**src/hw/rtl/i2cm_pkg.sv**
```systemverilog
`default_nettype none
// ----------------------------------------------------------------------------
// I2C master bit engine package
// Shared types, codes and constants of the I2C master bit engine.
// ----------------------------------------------------------------------------
package i2cm_pkg;

    localparam int KIND_W      = 3;
    localparam int BYTE_W      = 8;
    localparam int HALF_W      = 16;
    localparam int POLL_W      = 4;
    localparam int BIT_IDX_W   = 4;
    localparam int CFG_IDX_W   = 2;
    localparam int CFG_DATA_W  = 16;
    localparam int QUEUE_DEPTH = 2;

    localparam logic [HALF_W-1:0]    HALF_PERIOD_RESET = 16'd10;
    localparam logic [POLL_W-1:0]    ACK_POLL_RESET    = 4'd5;
    localparam logic [BIT_IDX_W-1:0] BITS_PER_BYTE     = 4'd8;

    // Configuration register indexes.
    localparam logic [CFG_IDX_W-1:0] CFG_HALF_PERIOD = 2'd0;
    localparam logic [CFG_IDX_W-1:0] CFG_ACK_POLL    = 2'd1;

    // Command codes as they arrive in the kind field.
    localparam logic [KIND_W-1:0] KIND_START = 3'd1;
    localparam logic [KIND_W-1:0] KIND_STOP  = 3'd2;
    localparam logic [KIND_W-1:0] KIND_WRITE = 3'd3;
    localparam logic [KIND_W-1:0] KIND_READ  = 3'd4;

    typedef enum logic [2:0] {
        CMD_NONE,
        CMD_START,
        CMD_STOP,
        CMD_WRITE,
        CMD_READ
    } t_cmd;

    typedef enum logic [3:0] {
        PH_IDLE,
        PH_START_A,
        PH_START_B,
        PH_STOP_A,
        PH_STOP_B,
        PH_WR_LOW,
        PH_WR_HIGH,
        PH_ACK_LOW,
        PH_ACK_POLL,
        PH_RD_LOW,
        PH_RD_HIGH,
        PH_RA_LOW,
        PH_RA_HIGH
    } t_phase;

    // One classified tick as it travels through the queue.
    typedef struct packed {
        t_cmd              cmd;
        logic [BYTE_W-1:0] data;
        logic              send_ack;
        logic              sda_in;
    } t_item;

    // One result of one tick.
    typedef struct packed {
        logic              scl_out;
        logic              sda_out;
        logic              busy_res;
        logic              done_res;
        logic [BYTE_W-1:0] read_data;
        logic              ack_missing;
    } t_result;

    function automatic t_cmd classify(input logic [KIND_W-1:0] kind);
        t_cmd cmd;
        unique case (kind)
            KIND_START: cmd = CMD_START;
            KIND_STOP:  cmd = CMD_STOP;
            KIND_WRITE: cmd = CMD_WRITE;
            KIND_READ:  cmd = CMD_READ;
            default:    cmd = CMD_NONE;
        endcase
        return cmd;
    endfunction

endpackage
`default_nettype wire

```
**src/hw/rtl/i2cm_if.sv**
```systemverilog
`default_nettype none
// ----------------------------------------------------------------------------
// I2C master bit engine channels
// Valid/ready interfaces for ticks in, results out and register writes.
// ----------------------------------------------------------------------------
interface i2cm_in_if;
    logic       valid;
    logic       ready;
    logic [2:0] kind;
    logic [7:0] data;
    logic       send_ack;
    logic       sda_in;

    modport source (output valid, kind, data, send_ack, sda_in, input ready);
    modport sink   (input valid, kind, data, send_ack, sda_in, output ready);
endinterface

interface i2cm_out_if;
    logic       valid;
    logic       ready;
    logic       scl_out;
    logic       sda_out;
    logic       busy_res;
    logic       done_res;
    logic [7:0] read_data;
    logic       ack_missing;

    modport source (output valid, scl_out, sda_out, busy_res, done_res, read_data,
                    ack_missing, input ready);
    modport sink   (input valid, scl_out, sda_out, busy_res, done_res, read_data,
                    ack_missing, output ready);
endinterface

interface i2cm_cfg_if;
    logic        valid;
    logic        ready;
    logic [1:0]  index;
    logic [15:0] data;

    modport source (output valid, index, data, input ready);
    modport sink   (input valid, index, data, output ready);
endinterface
`default_nettype wire

```
**src/hw/rtl/i2cm_front.sv**
```systemverilog
`default_nettype none
// ----------------------------------------------------------------------------
// I2C master front end
// Accepts ticks, decodes the command kind and queues them for the engine.
// ----------------------------------------------------------------------------
module i2cm_front #(
    parameter int DEPTH = i2cm_pkg::QUEUE_DEPTH
) (
    input  wire                  i_clk,
    input  wire                  i_rst_n,
    input  wire                  i_valid,
    output logic                 o_ready,
    input  wire  [2:0]           i_kind,
    input  wire  [7:0]           i_data,
    input  wire                  i_send_ack,
    input  wire                  i_sda_in,
    output i2cm_pkg::t_item      o_head,
    output logic                 o_head_valid,
    input  wire                  i_pop
);
    import i2cm_pkg::*;

    localparam int PTR_W = $clog2(DEPTH);
    localparam int CNT_W = $clog2(DEPTH + 1);

    t_item              r_slot [DEPTH];
    logic [PTR_W-1:0]   r_wr_ptr;
    logic [PTR_W-1:0]   r_rd_ptr;
    logic [CNT_W-1:0]   r_count;
    logic               push;
    t_item              item;

    assign o_ready      = (r_count != CNT_W'(DEPTH));
    assign push         = i_valid && o_ready;
    assign o_head_valid = (r_count != '0);
    assign o_head       = r_slot[r_rd_ptr];

    always_comb begin
        item.cmd      = classify(i_kind);
        item.data     = i_data;
        item.send_ack = i_send_ack;
        item.sda_in   = i_sda_in;
    end

    always_ff @(posedge i_clk) begin
        if (push) begin
            r_slot[r_wr_ptr] <= item;
        end
    end

    always_ff @(posedge i_clk) begin
        if (!i_rst_n) begin
            r_wr_ptr <= '0;
            r_rd_ptr <= '0;
            r_count  <= '0;
        end else begin
            if (push) begin
                r_wr_ptr <= (r_wr_ptr == PTR_W'(DEPTH - 1)) ? '0 : r_wr_ptr + PTR_W'(1);
            end
            if (i_pop) begin
                r_rd_ptr <= (r_rd_ptr == PTR_W'(DEPTH - 1)) ? '0 : r_rd_ptr + PTR_W'(1);
            end
            if (push && !i_pop) begin
                r_count <= r_count + CNT_W'(1);
            end else if (!push && i_pop) begin
                r_count <= r_count - CNT_W'(1);
            end
        end
    end

endmodule
`default_nettype wire

```
**src/hw/rtl/i2cm_back.sv**
```systemverilog
`default_nettype none
// ----------------------------------------------------------------------------
// I2C master back end
// Bus phase state machine, configuration registers and result register.
// ----------------------------------------------------------------------------
module i2cm_back (
    input  wire                  i_clk,
    input  wire                  i_rst_n,
    input  i2cm_pkg::t_item      i_item,
    input  wire                  i_item_valid,
    output logic                 o_pop,
    input  wire                  i_cfg_we,
    input  wire  [1:0]           i_cfg_index,
    input  wire  [15:0]          i_cfg_data,
    output i2cm_pkg::t_result    o_result,
    output logic                 o_result_valid,
    input  wire                  i_result_ready
);
    import i2cm_pkg::*;

    logic [HALF_W-1:0]    r_half;
    logic [POLL_W-1:0]    r_poll_limit;

    t_phase               r_phase,      n_phase;
    logic [BIT_IDX_W-1:0] r_bit_index,  n_bit_index;
    logic [BYTE_W-1:0]    r_shift,      n_shift;
    logic [HALF_W-1:0]    r_wait,       n_wait;
    logic [POLL_W-1:0]    r_poll,       n_poll;
    logic                 r_scl,        n_scl;
    logic                 r_sda,        n_sda;
    logic                 r_ack_choice, n_ack_choice;
    logic                 r_ack_miss,   n_ack_miss;
    logic [BYTE_W-1:0]    r_rx_byte,    n_rx_byte;
    logic                 done;

    t_result              r_result;
    logic                 r_result_valid;

    logic [HALF_W-1:0]    half_eff;
    logic [POLL_W-1:0]    limit_eff;
    logic [BIT_IDX_W-1:0] bit_inc;
    logic [POLL_W-1:0]    poll_inc;
    logic [BYTE_W-1:0]    rd_shift;

    // A new tick is taken whenever the result register is free or drains now.
    assign o_pop          = i_item_valid && (!r_result_valid || i_result_ready);
    assign o_result       = r_result;
    assign o_result_valid = r_result_valid;

    assign half_eff  = (r_half == '0) ? HALF_W'(1) : r_half;
    assign limit_eff = (r_poll_limit == '0) ? POLL_W'(1) : r_poll_limit;
    assign bit_inc   = r_bit_index + BIT_IDX_W'(1);
    assign poll_inc  = r_poll + POLL_W'(1);
    assign rd_shift  = {r_shift[BYTE_W-2:0], i_item.sda_in};

    always_comb begin
        n_phase      = r_phase;
        n_bit_index  = r_bit_index;
        n_shift      = r_shift;
        n_wait       = r_wait;
        n_poll       = r_poll;
        n_scl        = r_scl;
        n_sda        = r_sda;
        n_ack_choice = r_ack_choice;
        n_ack_miss   = r_ack_miss;
        n_rx_byte    = r_rx_byte;
        done         = 1'b0;

        if (r_phase == PH_IDLE) begin
            unique case (i_item.cmd)
                CMD_START: begin
                    n_phase = PH_START_A;
                    n_scl   = 1'b1;
                    n_sda   = 1'b1;
                    n_wait  = half_eff;
                end
                CMD_STOP: begin
                    n_phase = PH_STOP_A;
                    n_scl   = 1'b1;
                    n_sda   = 1'b0;
                    n_wait  = half_eff;
                end
                CMD_WRITE: begin
                    n_shift     = i_item.data;
                    n_bit_index = '0;
                    n_phase     = PH_WR_LOW;
                    n_scl       = 1'b0;
                    n_wait      = half_eff;
                end
                CMD_READ: begin
                    n_shift      = '0;
                    n_bit_index  = '0;
                    n_ack_choice = i_item.send_ack;
                    n_phase      = PH_RD_LOW;
                    n_scl        = 1'b0;
                    n_sda        = 1'b1;
                    n_wait       = half_eff;
                end
                default: begin
                end
            endcase
        end else if (r_wait > HALF_W'(1)) begin
            n_wait = r_wait - HALF_W'(1);
        end else begin
            // Last tick of the phase: drive the next phase's levels.
            n_wait = half_eff;
            unique case (r_phase)
                PH_START_A: begin
                    n_phase = PH_START_B;
                    n_scl   = 1'b1;
                    n_sda   = 1'b0;
                end
                PH_STOP_A: begin
                    n_phase = PH_STOP_B;
                    n_scl   = 1'b1;
                    n_sda   = 1'b1;
                end
                PH_WR_LOW: begin
                    n_phase = PH_WR_HIGH;
                    n_scl   = 1'b1;
                    n_sda   = r_shift[BYTE_W-1];
                    n_shift = {r_shift[BYTE_W-2:0], 1'b0};
                end
                PH_WR_HIGH: begin
                    n_bit_index = bit_inc;
                    n_scl       = 1'b0;
                    if (bit_inc >= BITS_PER_BYTE) begin
                        n_phase = PH_ACK_LOW;
                        n_sda   = 1'b1;
                    end else begin
                        n_phase = PH_WR_LOW;
                    end
                end
                PH_ACK_LOW: begin
                    n_poll  = '0;
                    n_phase = PH_ACK_POLL;
                    n_scl   = 1'b1;
                    n_sda   = 1'b1;
                end
                PH_ACK_POLL: begin
                    if (!i_item.sda_in) begin
                        n_ack_miss = 1'b0;
                        n_scl      = 1'b0;
                        done       = 1'b1;
                    end else begin
                        n_poll = poll_inc;
                        if (poll_inc >= limit_eff) begin
                            n_ack_miss = 1'b1;
                            n_scl      = 1'b0;
                            done       = 1'b1;
                        end else begin
                            n_scl = 1'b1;
                            n_sda = 1'b1;
                        end
                    end
                end
                PH_RD_LOW: begin
                    n_phase = PH_RD_HIGH;
                    n_scl   = 1'b1;
                    n_sda   = 1'b1;
                end
                PH_RD_HIGH: begin
                    n_shift     = rd_shift;
                    n_bit_index = bit_inc;
                    n_scl       = 1'b0;
                    if (bit_inc >= BITS_PER_BYTE) begin
                        n_rx_byte = rd_shift;
                        n_phase   = PH_RA_LOW;
                        n_sda     = !r_ack_choice;
                    end else begin
                        n_phase = PH_RD_LOW;
                        n_sda   = 1'b1;
                    end
                end
                PH_RA_LOW: begin
                    n_phase = PH_RA_HIGH;
                    n_scl   = 1'b1;
                end
                default: begin
                    done = 1'b1;
                end
            endcase
            if (done) begin
                n_phase = PH_IDLE;
                n_wait  = '0;
            end
        end
    end

    always_ff @(posedge i_clk) begin
        if (!i_rst_n) begin
            r_half       <= HALF_PERIOD_RESET;
            r_poll_limit <= ACK_POLL_RESET;
        end else if (i_cfg_we) begin
            unique case (i_cfg_index)
                CFG_HALF_PERIOD: r_half       <= i_cfg_data[HALF_W-1:0];
                CFG_ACK_POLL:    r_poll_limit <= i_cfg_data[POLL_W-1:0];
                default: begin
                end
            endcase
        end
    end

    always_ff @(posedge i_clk) begin
        if (!i_rst_n) begin
            r_phase      <= PH_IDLE;
            r_bit_index  <= '0;
            r_shift      <= '0;
            r_wait       <= '0;
            r_poll       <= '0;
            r_scl        <= 1'b1;
            r_sda        <= 1'b1;
            r_ack_choice <= 1'b0;
            r_ack_miss   <= 1'b0;
            r_rx_byte    <= '0;
        end else if (o_pop) begin
            r_phase      <= n_phase;
            r_bit_index  <= n_bit_index;
            r_shift      <= n_shift;
            r_wait       <= n_wait;
            r_poll       <= n_poll;
            r_scl        <= n_scl;
            r_sda        <= n_sda;
            r_ack_choice <= n_ack_choice;
            r_ack_miss   <= n_ack_miss;
            r_rx_byte    <= n_rx_byte;
        end
    end

    always_ff @(posedge i_clk) begin
        if (o_pop) begin
            r_result.scl_out     <= n_scl;
            r_result.sda_out     <= n_sda;
            r_result.busy_res    <= (n_phase != PH_IDLE);
            r_result.done_res    <= done;
            r_result.read_data   <= n_rx_byte;
            r_result.ack_missing <= n_ack_miss;
        end
    end

    always_ff @(posedge i_clk) begin
        if (!i_rst_n) begin
            r_result_valid <= 1'b0;
        end else if (o_pop) begin
            r_result_valid <= 1'b1;
        end else if (i_result_ready) begin
            r_result_valid <= 1'b0;
        end
    end

endmodule
`default_nettype wire

```
**src/hw/rtl/i2c_master_bit_engine.sv**
```systemverilog
`default_nettype none
// ----------------------------------------------------------------------------
// I2C master bit engine
// Tick-driven I2C master: start, stop, write byte and read byte commands.
// ----------------------------------------------------------------------------
// Usage: every transfer on i_in is one clock tick of the bus engine and
// carries a command kind, a write byte, the read acknowledge choice and the
// sampled SDA level. Every accepted tick yields exactly one transfer on o_out
// with the SCL and SDA drive levels, busy and done flags, the last read byte
// and the acknowledge status of the last write. Commands are only taken while
// the engine is idle; a command given while busy is ignored.
// Registers are written on i_cfg (index 0 half period, index 1 acknowledge
// poll limit); the port is always ready and must only be used while idle.
// A tick is queued at the edge that accepts it; the engine takes it from
// the queue once the result register is free or draining, and the result
// register shows its result from then on. Throughput is one tick per cycle
// while the receiver keeps up, set by the single-step phase state machine.
// Reset puts the engine idle with both lines released, the half period at
// 10 ticks and the poll limit at 5. When the receiver stalls, the result
// register holds its transfer, the queue fills and i_in.ready drops once
// DEPTH ticks are waiting.
// ----------------------------------------------------------------------------
module i2c_master_bit_engine #(
    parameter int DEPTH = i2cm_pkg::QUEUE_DEPTH
) (
    input  wire         i_clk,
    input  wire         i_rst_n,
    i2cm_in_if.sink     i_in,
    i2cm_out_if.source  o_out,
    i2cm_cfg_if.sink    i_cfg
);
    import i2cm_pkg::*;

    t_item   head;
    logic    head_valid;
    logic    pop;
    t_result result;
    logic    result_valid;

    // Front end: decodes the kind field and buffers ticks so the input side
    // keeps flowing while the output side is stalled.
    i2cm_front #(
        .DEPTH (DEPTH)
    ) u_front (
        .i_clk        (i_clk),
        .i_rst_n      (i_rst_n),
        .i_valid      (i_in.valid),
        .o_ready      (i_in.ready),
        .i_kind       (i_in.kind),
        .i_data       (i_in.data),
        .i_send_ack   (i_in.send_ack),
        .i_sda_in     (i_in.sda_in),
        .o_head       (head),
        .o_head_valid (head_valid),
        .i_pop        (pop)
    );

    // Back end: advances the bus phase machine once per popped tick and
    // registers the result for the output channel.
    i2cm_back u_back (
        .i_clk          (i_clk),
        .i_rst_n        (i_rst_n),
        .i_item         (head),
        .i_item_valid   (head_valid),
        .o_pop          (pop),
        .i_cfg_we       (i_cfg.valid),
        .i_cfg_index    (i_cfg.index),
        .i_cfg_data     (i_cfg.data),
        .o_result       (result),
        .o_result_valid (result_valid),
        .i_result_ready (o_out.ready)
    );

    // Register writes complete in the cycle they are offered.
    assign i_cfg.ready = 1'b1;

    assign o_out.valid       = result_valid;
    assign o_out.scl_out     = result.scl_out;
    assign o_out.sda_out     = result.sda_out;
    assign o_out.busy_res    = result.busy_res;
    assign o_out.done_res    = result.done_res;
    assign o_out.read_data   = result.read_data;
    assign o_out.ack_missing = result.ack_missing;

endmodule
`default_nettype wire

```
**src/flat_wrapper.sv**
```systemverilog
// flat-port wrapper written by rule: the top's interface ports become plain ports
module i2c_master_bit_engine_flat import i2cm_pkg::*;
#(
    parameter int DEPTH = i2cm_pkg::QUEUE_DEPTH
)
  (i_clk, i_rst_n, i_in_valid, i_in_kind, i_in_data, i_in_send_ack, i_in_sda_in, i_in_ready, o_out_valid, o_out_scl_out, o_out_sda_out, o_out_busy_res, o_out_done_res, o_out_read_data, o_out_ack_missing, o_out_ready, i_cfg_valid, i_cfg_index, i_cfg_data, i_cfg_ready);
  i2cm_in_if i_in_i ();
  i2cm_out_if o_out_i ();
  i2cm_cfg_if i_cfg_i ();
  input  wire i_clk;
  input  wire i_rst_n;
  input wire logic [$bits(i_in_i.valid)-1:0] i_in_valid;
  input wire logic [$bits(i_in_i.kind)-1:0] i_in_kind;
  input wire logic [$bits(i_in_i.data)-1:0] i_in_data;
  input wire logic [$bits(i_in_i.send_ack)-1:0] i_in_send_ack;
  input wire logic [$bits(i_in_i.sda_in)-1:0] i_in_sda_in;
  output wire logic [$bits(i_in_i.ready)-1:0] i_in_ready;
  output wire logic [$bits(o_out_i.valid)-1:0] o_out_valid;
  output wire logic [$bits(o_out_i.scl_out)-1:0] o_out_scl_out;
  output wire logic [$bits(o_out_i.sda_out)-1:0] o_out_sda_out;
  output wire logic [$bits(o_out_i.busy_res)-1:0] o_out_busy_res;
  output wire logic [$bits(o_out_i.done_res)-1:0] o_out_done_res;
  output wire logic [$bits(o_out_i.read_data)-1:0] o_out_read_data;
  output wire logic [$bits(o_out_i.ack_missing)-1:0] o_out_ack_missing;
  input wire logic [$bits(o_out_i.ready)-1:0] o_out_ready;
  input wire logic [$bits(i_cfg_i.valid)-1:0] i_cfg_valid;
  input wire logic [$bits(i_cfg_i.index)-1:0] i_cfg_index;
  input wire logic [$bits(i_cfg_i.data)-1:0] i_cfg_data;
  output wire logic [$bits(i_cfg_i.ready)-1:0] i_cfg_ready;
  assign i_in_i.valid = i_in_valid;
  assign i_in_i.kind = i_in_kind;
  assign i_in_i.data = i_in_data;
  assign i_in_i.send_ack = i_in_send_ack;
  assign i_in_i.sda_in = i_in_sda_in;
  assign i_in_ready = i_in_i.ready;
  assign o_out_valid = o_out_i.valid;
  assign o_out_scl_out = o_out_i.scl_out;
  assign o_out_sda_out = o_out_i.sda_out;
  assign o_out_busy_res = o_out_i.busy_res;
  assign o_out_done_res = o_out_i.done_res;
  assign o_out_read_data = o_out_i.read_data;
  assign o_out_ack_missing = o_out_i.ack_missing;
  assign o_out_i.ready = o_out_ready;
  assign i_cfg_i.valid = i_cfg_valid;
  assign i_cfg_i.index = i_cfg_index;
  assign i_cfg_i.data = i_cfg_data;
  assign i_cfg_ready = i_cfg_i.ready;
  i2c_master_bit_engine #(.DEPTH(DEPTH)) u_core (.i_clk(i_clk), .i_rst_n(i_rst_n), .i_in(i_in_i), .o_out(o_out_i), .i_cfg(i_cfg_i));
endmodule
```
**config.mk**
```make
export PLATFORM = sky130hd
export DESIGN_NAME = i2c_master_bit_engine_flat
export DESIGN_NICKNAME = d
export VERILOG_FILES = /design/src/hw/rtl/i2cm_pkg.sv /design/src/hw/rtl/i2cm_if.sv /design/src/hw/rtl/i2cm_front.sv /design/src/hw/rtl/i2cm_back.sv /design/src/hw/rtl/i2c_master_bit_engine.sv /design/src/flat_wrapper.sv
export SDC_FILE = /design/constraint.sdc
export NUM_CORES = 1
export LEC_CHECK = 0
export BUFFER_PORTS_ARGS = -buffer_cell sky130_fd_sc_hd__buf_2
export CORE_MARGIN = 2
export CORE_UTILIZATION = 40
export DETAILED_ROUTE_END_ITERATION = 8
export GPL_TIMING_DRIVEN = 0
export PLACE_DENSITY = 0.65
export SKIP_CTS_REPAIR_TIMING = 1
export SYNTH_ARGS = -nofsm -noshare
export SYNTH_HDL_FRONTEND = slang
export SYNTH_HIERARCHICAL = 1
export SYNTH_SLANG_ARGS = --single-unit
```
**constraint.sdc**
```tcl
create_clock -name i_clk -period 2.53 [get_ports i_clk]
set_input_delay 0.253 -clock i_clk [delete_from_list [all_inputs] [get_ports i_clk]]
set_output_delay 0.253 -clock i_clk [all_outputs]
set_load 0.01 [all_outputs]
```
* Yosys cells after proc, flatten, opt, wreduce, memory -nomap -nowiden *
Memories as Yosys holds them, arrays and structs flattened. A register that Yosys moved wholly into a read port is not among the register bits.
Cells that the tools add are included.

word-level totals
  bits of input ports = 36
  memory bits (writable) = 26
  output and inout bits = 16
  bits in registers = 86
  memories = 1
  word-level logic and storage cells = 157

cells by class
  reduce and logical (&&, ||, !) cells = 36
  add/sub/neg operators = 7
  magnitude comparators = 3
  equal/unequal tests = 24
  bitwise logic cells = 2
  multiplexer cells = 62

memory list
  name                   depth  width  read ports  clocked after Yosys merged registers in  wr ports  line              text
  u_core.u_front.r_slot  2      13     1           1                                        1         i2cm_front.sv:26  t_item r_slot [DEPTH];

operators with widths
  cell                                                                   number
  16-bit 2-to-1 mux                                                      5
  8-bit 2-to-1 mux                                                       6
  4-bit 2-to-1 mux                                                       9
  4-bit one-hot mux with 8 select lines                                  1
  8-bit one-hot mux with 2 select lines                                  2
  1-bit 2-to-1 mux                                                       27
  4-bit == test, second input constant                                   4
  16-bit by 1-bit > comparator with 1-bit output, second input constant  1
  16-bit logical NOT                                                     1
  4-bit one-hot mux with 4 select lines                                  1
  16-bit by 1-bit subtractor with 16-bit output, second input constant   1
  3-bit by 2-bit == test with 1-bit output, second input constant        4
  4-bit by 3-bit == test with 1-bit output, second input constant        3
  3-bit one-hot mux with 4 select lines                                  1
  2-bit != test, second input constant                                   5
  2-bit nonzero test                                                     5
  2-bit OR reduction                                                     5
  4-bit by 1-bit adder with 4-bit output, second input constant          2
  4-bit logical NOT                                                      2
  2-bit 2-to-1 mux                                                       4
  4-bit one-hot mux with 2 select lines                                  1
  4-bit AND reduction                                                    2
  8-bit OR reduction                                                     1
  3-bit by 1-bit == test with 1-bit output, second input constant        2
  26 further kinds                                                       39

* Longest topological paths before layout *
Gate-level depths: netlist of the first run.

  word-level depth = 12
  gate-level depth with buffers = 10
  depth with buffers taken out = 9

* Cells and area by module *
Netlist of the first run, hierarchy kept.

modules (own cells, without submodules)
  module                 cells an instance  times used  area each (um2)
  i2cm_back              494                1           4,321.6
  i2cm_front             67                 1           1,193.6
  i2c_master_bit_engine  2                  1           11.3

* Worst setup path before layout of the first run *
Ideal clock, no wire load.

  path kind = register -> register
  start point = reg (tool-made name)
  end point = reg u_core.u_back.r_wait[10]
  data arrival time = 2,255 ps
  path buffers = 2
  stages on the path, launching flop included = 10
  required time = 2,402 ps
  clock period less this slack = 2,383 ps
  library setup time = 128 ps
  setup slack = 147 ps
  path through = dfxtp_1 buf_2 mux2_2 nor2_1 xor2_1 a21oi_1 nor2b_1 clkbuf_1 o21ai_0 o21ai_0

RTL lines
  item                    line              text
  end signal: assignment  i2cm_back.sv:220  r_wait <= n_wait;
  end: declaration        i2cm_back.sv:27   logic [HALF_W-1:0] r_wait, n_wait;

* Final worst setup path of the first run *
  start point = reg u_core.u_back.r_poll[0]
  end point = reg u_core.u_back.r_wait[6]

on the way
  cells in the longest elaborated chain, start to end = 10

RTL lines
  item                                    line              text
  start: declaration                      i2cm_back.sv:28   logic [POLL_W-1:0] r_poll, n_poll;
  start signal: assignment                i2cm_back.sv:221  r_poll <= n_poll;
  4-bit by 1-bit adder with 4-bit output  i2cm_back.sv:53   assign poll_inc = r_poll + POLL_W'(1);
  4-bit >= comparator                     i2cm_back.sv:147  if (poll_inc >= limit_eff) begin
  1-bit 2-to-1 mux                        i2cm_back.sv:147
  1-bit 2-to-1 mux                        i2cm_back.sv:141  if (!i_item.sda_in) begin
  1-bit one-hot mux with 2 select lines   i2cm_back.sv:107  unique case (r_phase)
  1-bit 2-to-1 mux                        i2cm_back.sv:102  end else if (r_wait > HALF_W'(1)) begin
  1-bit 2-to-1 mux                        i2cm_back.sv:69   if (r_phase == PH_IDLE) begin
  16-bit 2-to-1 mux                       i2cm_back.sv:183  if (done) begin
  16-bit 2-to-1 mux                       i2cm_back.sv:102
  16-bit 2-to-1 mux                       i2cm_back.sv:69

Every way passes these cells. The select of a mux whose other input is x is not followed.
A chain may end at the register's enable or synchronous reset.

==> results summary, run 1 <==
The number of non-filler instances in the completed layout came out at 828. The sequential-to-total area share from yosys stat is 0.480. The relative max-transition margin is 0.515.

The total overflow left after global routing is 0. The number of global-route vias before repair came to 4508. The global-route met3 utilization is 0.0492. CTS placed an instance of sky130_fd_sc_hd__clkbuf_16 at the clock tree root. In the post-route analysis, the smallest setup slack over all paths is -133 ps. The met2 routing resource usage after global routing came out at 0.317. No sink is reached through more buffers than the 2 on the longest clock path. The gate count of the mapped netlist came out at 563. The clock reaches the later pin of the worst-skew pair after 420 ps. The initial detailed-routing violation count is 448. The time the worst path needs with I/O delays and setup came out at 2660 ps.

In this run the worst path has a maximum fanout of 6. The standby leakage power came out at 2.59 nW. For this configuration, the core starts out at a cell density of 0.414. TritonCTS built the clock tree. For this run, global-route usage on met1 was measured as 0.233.

The post-placement worst setup slack came out at -530 ps. The area used by multi-input combinational logic is 2850 um^2. The die width is 122 um. After detailed routing, the average wire length per cell comes to 16.8 um. Fill cells in the final layout number 1235. The max-slew violation count is 0. The count of final setup violators came out at 14.

The initial antenna violation count was 0. Setup repair after global routing could not meet its margin everywhere. The worst setup path is of the reg2reg kind. The area of the placeable core is 13300 um^2. Clock-pin slew was measured on the worst setup and hold paths at 50 ps.

The required time of the critical path came out at 2820 ps. The maximum resistive drop on vdd came out at 912 uV. Synthesis produced a netlist with a net count of 608. The critical path startpoint category is a flip-flop. The most frequent cell after synthesis is sky130_fd_sc_hd__dfxtp_1. For this run, the detailed router's first-pass iteration total came to 5. The kind of capture point of the worst setup path is a flip-flop. Once detail routing completed, the nets flagged for antenna violations numbered 0. The die area is 14800 um^2. The antenna diode count is 0. The max capacitance violation total came out at 0. The checks that failed: negative setup slack. The number of buffers created by CTS came out at 17. After synthesis, the cell types taking the most area are sky130_fd_sc_hd__dfxtp_1 27%, sky130_fd_sc_hd__edfxtp_1 21%, sky130_fd_sc_hd__mux2_2 4.3%.

The boundary pin count is 52. The top-area cell type share of the netlist area is 0.268. The share of the cycle needed by the critical path after routing is 1.05. The global routing stage identified its most utilized layer as met2.

The total routing resource utilization after global routing came out at 0.191. The final cell area excluding filler cells came out at 6790 um^2. Buffers placed on the I/O ports in this run total 50. The final layout contains routed wiring with a total length of 13.9 mm. In the synthesized netlist, the cells that appear most often are 74 x sky130_fd_sc_hd__dfxtp_1, 61 x sky130_fd_sc_hd__nand2_1, 46 x sky130_fd_sc_hd__o21ai_0, 39 x sky130_fd_sc_hd__edfxtp_1, 36 x sky130_fd_sc_hd__a21oi_1. The synthesized area per cell came out at 9.82 um^2. The ratio of routed vias to standard cells came out at 5.60. The post-detailed-placement cell area is 6000 um^2. The total vias in the final route came out at 4636.

The commonest register cell after synthesis is sky130_fd_sc_hd__dfxtp_1. Entering global routing, the biggest net connects 25 pins. The synthesized design contains 39 enable-type register cells. Power spread over the standard cell area amounts to 1540 nW/um^2.

The area growth from synthesis to layout is 22.8%. The synthesized design spends more area on one cell type than any other, namely sky130_fd_sc_hd__dfxtp_1. The global-route wire length before repair came out at 22.0 mm.

The final hold violation count is 0. The transition time at the pin with the least slew margin came out at 721 ps. The worst hold margin is 23.0 ps. The area taken by flip-flops and latches came out at 2660 um^2. Synthesis inferred 113 register bits. The weighted congestion at the end of routability-driven global placement is 0.944. The TritonCTS sink count came out at 113.

The setup skew after layout is 11.9 ps. The total number of yosys warnings came out at 6. The final layout contains 684 nets. The deepest level of the CTS H-tree is 4. Detailed placement finished with a half-perimeter wire length of 9.62 mm. The run finished, with violations left.

The total power came out at 10.5 mW. The post-detailed-route DRC marker count is 0. In the final layout, the share of cells above drive strength 1 is 0.258. The die span in y is 122 um. The post-synthesis instance area is 5530 um^2. The number of placed instances, taps included, is 789. The unique cell type count in the Yosys netlist is 70. The row count came out at 42. In this run the worst hold path is classified as in2reg. The async set-reset flop share out of synthesis is 0. For this run, the top clock speed supported by timing is 376 MHz.

The arrival time of data at the critical path endpoint is 2950 ps.
-- registers in the layout, indices dropped and copies added, names as in the netlist, named ones only --
| register | flops |
|---|---|
| u_core/u_back/o_result | 13 |
| u_core/u_back/o_result_valid | 1 |
| u_core/u_back/r_ack_choice | 1 |
| u_core/u_back/r_ack_miss | 1 |
| u_core/u_back/r_bit_index | 4 |
| u_core/u_back/r_half | 16 |
| u_core/u_back/r_phase | 4 |
| u_core/u_back/r_poll | 4 |
| u_core/u_back/r_poll_limit | 4 |
| u_core/u_back/r_rx_byte | 8 |
| u_core/u_back/r_scl | 1 |
| u_core/u_back/r_sda | 1 |
| u_core/u_back/r_shift | 8 |
| u_core/u_back/r_wait | 16 |
| u_core/u_front/r_count | 2 |
| u_core/u_front/r_rd_ptr | 1 |
| u_core/u_front/r_slot | 26 |
| u_core/u_front/r_wr_ptr | 1 |
-- power by group --
| part | internal, mW | switching (mW) |
|---|---|---|
| logic | 1.90 | 3.70 |
| clock network | 1.34 | 0.841 |
| registers | 2.37 | 0.306 |
| total | 5.61 | 4.85 |
-- cell usage in the layout (no fill, tap or decap), drive strengths merged, types with 9 or more instances in the layout --
master	count
dfxtp	74
buf	69
nand2	62
o21ai	49
edfxtp	39
a21oi	38
clkbuf	34
nor2	29
mux2	21
a21boi	21
nor2b	17
nor3	17
mux2i	14
inv	14
and3	10
nand3	9
a31oi	9
o211a	9
ha	9
-- path summary, 6_finish.rpt --
check / cells past startpoint / start / slack, ps / end
worst max register to register: 10 / u_core/u_back/r_poll[0] / -130 / u_core/u_back/r_wait[6]
worst max-delay path: 10 / u_core/u_back/r_poll[0] / -130 / u_core/u_back/r_wait[6]
worst min register to register: 2 / u_core/u_back/r_half[4] / 480 / u_core/u_back/r_half[4]
worst min-delay path: 1 / i_in_send_ack / 20 / u_core/u_front/r_slot[0][1]
-- layout make-up --
cell class,instances,area share
Multi-Input combinational cell,409,0.419
Sequential cell,113,0.392
Clock buffer,18,0.0632
Timing Repair Buffer,58,0.0463
Tap cell,176,0.0324
Buffer,27,0.0223
Clock inverter,14,0.0173
Inverter,13,0.00719
-- worst max-delay path, stage by stage (launching register included) --
cell	delay, ps
sky130_fd_sc_hd__dfxtp_4	360
sky130_fd_sc_hd__ha_4	170
sky130_fd_sc_hd__xor2_2	160
sky130_fd_sc_hd__ha_4	270
sky130_fd_sc_hd__o21a_1	100
sky130_fd_sc_hd__nor2_1	50
sky130_fd_sc_hd__o211ai_1	500
sky130_fd_sc_hd__nand2_2	200
sky130_fd_sc_hd__o311ai_4	480
sky130_fd_sc_hd__buf_6	190
sky130_fd_sc_hd__o21ai_1	70
-- cell families after synthesis --
| family | Yosys count | synth area share |
|---|---|---|
| simple gates | 188 | 0.182 |
| compound gates | 169 | 0.204 |
| flops | 113 | 0.480 |
| buf+inv | 41 | 0.0331 |
| mux | 35 | 0.0681 |
| fa+ha+maj | 9 | 0.0204 |
| xor+xnor | 7 | 0.0111 |
| other cells | 1 | 0.000679 |
-- layer usage --
| metal | wire length, um | up-vias |
|---|---|---|
| li1 | - | 2232 |
| met1 | 6090 | 2219 |
| met2 | 6740 | 149 |
| met3 | 694 | 36 |
| met4 | 369 | 0 |
| met5 | 0 | - |
-- stage by stage --
step,setup TNS (ps),utilization
after floorplan,0,-
after global placement,-6170,0.449
after detailed placement,-7630,0.449
after CTS,-8310,0.490
after global routing,-3040,0.509
final,-1460,0.509
(Power assumes the default switching activity.)
==> inputs of run 2 (changes only) <==
- CORE_ASPECT_RATIO: default -> 0.6
- CTS_BUF_LIST: default -> sky130_fd_sc_hd__clkbuf_2 sky130_fd_sc_hd__clkbuf_4 sky130_fd_sc_hd__clkbuf_8
- CTS_CLUSTER_DIAMETER: default -> 120
==> results summary, run 2 (synthesis gave the netlist of run 1 again) <==
For this design the total switching power over the nets is 4.83 mW. The arrival time of data at the critical path endpoint is 2720 ps. The initial utilization of the core area, before any placement, comes to 0.407.

Of the cells placed in the final design, the portion with a size suffix greater than 1 is 0.245. The cell sitting at the root of the clock tree is a sky130_fd_sc_hd__clkbuf_8. The final standard cell utilization of the core came out at 0.490.

The worst hold margin came out at 15.4 ps. Entering global routing, the biggest net connects 25 pins. The worst setup path is launched from a flip-flop.

The share of the cycle needed by the critical path after routing came out at 0.958. The most common cell after layout, fill and taps aside is sky130_fd_sc_hd__dfxtp_1. The kind of path behind the tightest hold check is in2reg. After legalization and detailed placement, the total HPWL measured 10.4 mm. The share of total power in combinational logic came out at 0.576.

The worst-path cell with the longest stage delay is sky130_fd_sc_hd__a221oi_1. Of the total power, the share spent switching nets is 0.492. The residual overflow from global routing is 0. The signal on the critical path passes through inv_1, a31o_2, ha_1, nand2b_1, a2111oi_4, o211ai_1, buf_4, a221oi_1, a221oi_2, nand4_1.

The TritonCTS sink count is 113. Across the routed clock network, the largest skew measured is 11.2 ps. The filler cell count in the final layout came out at 1247. The count of input and output buffers came out at 50. The post-detailed-route DRC marker count is 0. The post-route antenna net violation count is 0.

The layout net count is 693. The internal power consumption is 4.99 mW. The post-placement worst setup slack is -734 ps. In the layout the commonest cells are 73 x sky130_fd_sc_hd__dfxtp_1, 59 x sky130_fd_sc_hd__nand2_1, 57 x sky130_fd_sc_hd__buf_2.

The clock network power share is 0.151. The initial antenna violation count came to 0. STA classifies the critical path endpoint as a flip-flop.

The weighted congestion at the end of routability-driven global placement came out at 0.937. The deepest level of the CTS H-tree is 4. The boundary pin count came out at 52.

In the post-route analysis, the smallest setup slack over all paths is 106 ps. Row generation in the floorplan step produced 33 rows. The count of final setup violators came out at 0. The critical path's largest stage delay came out at 340 ps. The transition time at the pin with the least slew margin is 787 ps. The max capacitance violation total is 0. The final routed wirelength across all metal layers is 14.4 mm.

The part of the power in registers is 0.273. The peak clock frequency supported by timing came out at 413 MHz. The time the worst path needs with I/O delays and setup came out at 2420 ps. The required time of the critical path is 2820 ps. Across every metal layer, demand over resource in global routing totals 0.197. Along the worst path, the maximum fanout reaches 5. The total vias in the final route came out at 4729. The ratio of routed vias to standard cells came out at 5.66.

The critical path starts at u_core/u_back/r_poll_limit[2]. The initial detailed-routing violation count came out at 569. The total power came out at 9.82 mW. The relative max-transition margin came out at 0.474.

In this run the most critical hold path is launched from i_in_data[4]. The maximum resistive drop on vdd is 684 uV. The flow ran to the end, and the final reports show no timing, DRC or antenna violations. Compared with the post-synthesis result, the final layout area differs by 20.4%. TritonCTS built the clock tree. The die area is 14800 um^2. The area used by multi-input combinational logic came out at 2830 um^2. The flip-flop count of the largest register, all copies and words added is 26. The clock passes through at most 2 buffers. The standby leakage power is 2.54 nW. The final hold violation count was 0.

The clock-pin transition on the worst setup and hold timing paths is 70 ps. The area of the placeable core came out at 13600 um^2. u_core/u_front/r_slot holds more flip-flops than any other register. In this run the critical register-to-register path is launched from u_core/u_back/r_poll_limit[2]. The number of buffers created by CTS is 17. The critical path in this run is classified as reg2reg. The average wire length per cell after detail routing came out at 17.2 um.

The number of global-route vias before repair is 4253. The first global-routing pass estimated 22.3 mm of wire. The die span in y is 95.1 um. The total power per unit cell area came out at 1480 nW/um^2.

Before antenna repair, the detailed router went through 6 iterations. The max-slew violation count is 0. The repair_antennas step left the layout with diodes totalling 0. The die width came out at 156 um. The worst-skew pair later-pin latency came out at 430 ps. The area taken by flip-flops and latches is 2650 um^2. In the final layout, the registers with the most flip-flops are u_core/u_front/r_slot x26, u_core/u_back/r_half x16, u_core/u_back/r_wait x16.
==> run 2: critical path: cells and delay by family, from the launching register on <==
kind            cells  cell delay (ps)
buf+inv             2              280
fa+ha+maj           1              260
simple gates        2              310
compound gates      5             1110
flops               1              310
==> run 2: power by group through the flow <==
stage,logic (mW),registers (mW),clock network (mW)
6_report,5.65,2.69,1.48
5_1_grt,6.10,2.74,1.60
4_1_cts,5.01,2.67,1.51
3_5_place_dp,5.00,2.71,0
3_3_place_gp,4.91,2.69,0
2_1_floorplan,3.66,2.67,0
==> run 2: cell type report <==
cell class,instances,area share
clock inverters,12,0.0130
inverters,13,0.00734
clock buffers,20,0.0386
repair buffers,67,0.0621
well taps,175,0.0329
flip-flops and latches,113,0.399
plain buffers,27,0.0224
multi-input cells,409,0.425
==> run 2: final timing paths <==
kind | end | slack (ps) | cells past startpoint
worst max-delay path | u_core/u_back/o_result[10] | 110 | 10
worst min-delay path | u_core/u_front/r_slot[0][6] | 20 | 1
worst max register to register | u_core/u_back/o_result[10] | 110 | 10
worst min register to register | u_core/u_back/r_half[10] | 490 | 2
==> run 2: per-layer routing <==
metal  vias up  wire, um  GRT usage
li1       2245         -          -
met1      2266      7470      0.301
met2       200      5730      0.274
met3        18      1040     0.0432
met4         0       134     0.0642
met5         -         0          0
==> run 2: through the flow <==
stage / TNS [ps] / instances / area [um^2]
final: 0 / 836 / 6650
after global routing: -89.3 / 836 / 6650
after CTS: -13530 / 820 / 6340
after detailed placement: -13340 / 788 / 6000
after global placement: -12460 / 788 / 6000
after floorplan: 0 / 563 / 5530
==> inputs of run 3 (changes only) <==
- CORE_ASPECT_RATIO: 0.6 -> 2
==> results summary, run 3 (synthesis gave the netlist of run 1 again) <==
CTS built an H-tree with a depth of 4. The total negative slack for setup checks came out at 0 ps. The maximum resistive drop on vdd came out at 928 uV. The max-slew violation count is 0. The post-detailed-placement cell area came out at 5970 um^2.

The worst-skew pair later-pin latency came out at 440 ps. The most common cell after layout, fill and taps aside is sky130_fd_sc_hd__dfxtp_1. The relative max-transition margin is 0.465. Setup violations remaining at the end of the flow were counted as 0. Excluding fillers, the count of instances in the completed layout stands at 815. Between clock sinks in the finished design, the worst skew comes to 13.2 ps.

In the final layout, the share of cells above drive strength 1 is 0.242. The top cell types in the final layout, fill and taps aside, are 73 x sky130_fd_sc_hd__dfxtp_1, 60 x sky130_fd_sc_hd__nand2_1, 57 x sky130_fd_sc_hd__buf_2. The count of nets left with antenna violations once routing finished came out at 0. The effective utilization at floorplan came out at 0.409. Setup repair after global routing could not meet its margin everywhere. The register name with the most flops is u_core/u_front/r_slot. The weighted congestion at the end of routability-driven global placement came out at 0.907.

The worst-path cell with the longest stage delay is sky130_fd_sc_hd__dfxtp_1. The detailed-placement wirelength estimate is 11.1 mm. Summing all non-filler instances in the final layout gives an area of 6690 um^2. The required time of the critical path came out at 2680 ps. Along the worst path, the maximum fanout reaches 10. The total vias in the final route is 4718.

The flow ran to the end, and the final reports show no timing, DRC or antenna violations. In the final routed layout, each cell accounts on average for 18.5 um. The residual overflow from global routing came out at 0. The floorplan step set the die width to 87.1 um. After clock tree synthesis, the clock-pin slew on the worst setup and hold paths is 70 ps. The final hold violation count was 0. The die area is 14800 um^2. Overall power consumption after layout is estimated at 10.0 mW.

The post-synthesis to final-layout area growth is 21.0%. STA classifies the critical path endpoint as a flip-flop. The TritonCTS clock tree is built. The area of the placeable core came out at 13500 um^2. The tree is rooted in a sky130_fd_sc_hd__clkbuf_8. The peak clock frequency supported by timing came out at 401 MHz. The count of cells along the worst register-to-register path is 8. The register with the most flip-flops in the layout has 26 of them. The initial antenna violation count is 0. Port buffering added 50 buffers. The number of cells traversed by the worst hold path is 3.

In this run, placement finished with an instance count of 768. 0 antenna diodes ended up in the layout. CTS saw 113 sinks. For this run, the share of the core covered by cells in the final layout is 0.495.

The critical path goes through buf_6, mux2_2, nor2_4, buf_12, xor2_4, o2bb2ai_1, a21oi_1, nand4_1. The global-route wire length before repair is 23.0 mm. In the routed layout, each cell is associated on average with a via count of 5.79. Dividing total power by cell area gives a power density of 1500 nW/um^2. The critical path is of the reg2reg type. The time the worst path needs with I/O delays and setup came out at 2490 ps. The kind of path behind the tightest hold check is in2reg. The largest buffer count on any clock path came out at 2. The layout net count is 692. The number of buffers created by CTS is 17. Max-cap violations in this run came to 0. The share of the cycle needed by the critical path after routing is 0.986. Entering global routing, the biggest net connects 25 pins. For this block, the initial DRC count from the detailed router was 284. The transition time at the pin with the least slew margin came out at 801 ps.

The largest registers in the layout are u_core/u_front/r_slot x26, u_core/u_back/r_half x16, u_core/u_back/r_wait x16. The boundary pin count came out at 52. STA classifies the critical path startpoint as a flip-flop. The standby leakage power is 2.54 nW. The die is 170 um tall. The final routed wirelength across all metal layers is 15.1 mm.

The iteration count of the initial detailed-routing pass came out at 5. The floorplan has 60 rows. The number of global-route vias before repair is 4718. For this run, design rule violations remaining after detail routing come to 0. Across every metal layer, demand over resource in global routing totals 0.203. In this design, the stage delay of the slowest critical-path cell is 410 ps.

STA puts the critical path data arrival time at 2640 ps.
==> run 3: cell count changes in the layout (fill, tap and decap cells not counted), sizes merged <==
cell | before | now
bufinv | 0 | 2
clkinv | 6 | 3
inv | 16 | 15
buf | 70 | 69
clkinvlp | 3 | 6
clkbuf | 35 | 33
dlygate4sd3 | 9 | 10
==> run 3: final cells by class <==
type	instances	area (um^2)
repair buffers	66	420
multi-input cells	409	2830
fillers	1252	6830
plain buffers	27	155
flip-flops and latches	113	2650
inverters	13	48.8
well taps	155	194
clock buffers	19	249
clock inverters	13	136
==> run 3: path summary, 6_finish.rpt <==
path	from	to	slack (ps)
min reg2reg	u_core/u_back/r_half[0]	u_core/u_back/r_half[0]	490
min	i_cfg_data[0]	u_core/u_back/r_poll_limit[0]	60
max	flip-flop	u_core/u_back/o_result[10]	40
max reg2reg	flip-flop	u_core/u_back/o_result[10]	40
==> run 3: layer usage <==
metal,share of wire,vias to the layer above,GRT usage,wire length [um]
met5,0,-,0,0
met4,0.060,0,0.133,898
met3,0.031,64,0.0403,467
met2,0.57,141,0.393,8530
met1,0.34,2264,0.181,5160
li1,-,2249,-,-
==> run 3: through the flow <==
step	hold slack, ps	setup WS [ps]
after floorplan	352	147
after global placement	440	-683
after detailed placement	446	-709
after CTS	-31.8	-737
after global routing	55.2	-75.0
final	55.2	36.0
==> run 3: worst max-delay path: cells and delay by family (launching register included) <==
family | cells | cell delay [ps]
AO/OA/AOI/OAI | 2 | 440
flip-flops | 1 | 410
multiplexers | 1 | 410
AND/OR/NAND/NOR | 2 | 400
buffers and inverters | 2 | 320
XOR/XNOR | 1 | 210
==> run 3: power by group <==
group | switching (mW) | internal, mW
clock | 0.782 | 0.892
combinational | 3.74 | 1.92
sequential | 0.320 | 2.37
total | 4.84 | 5.18
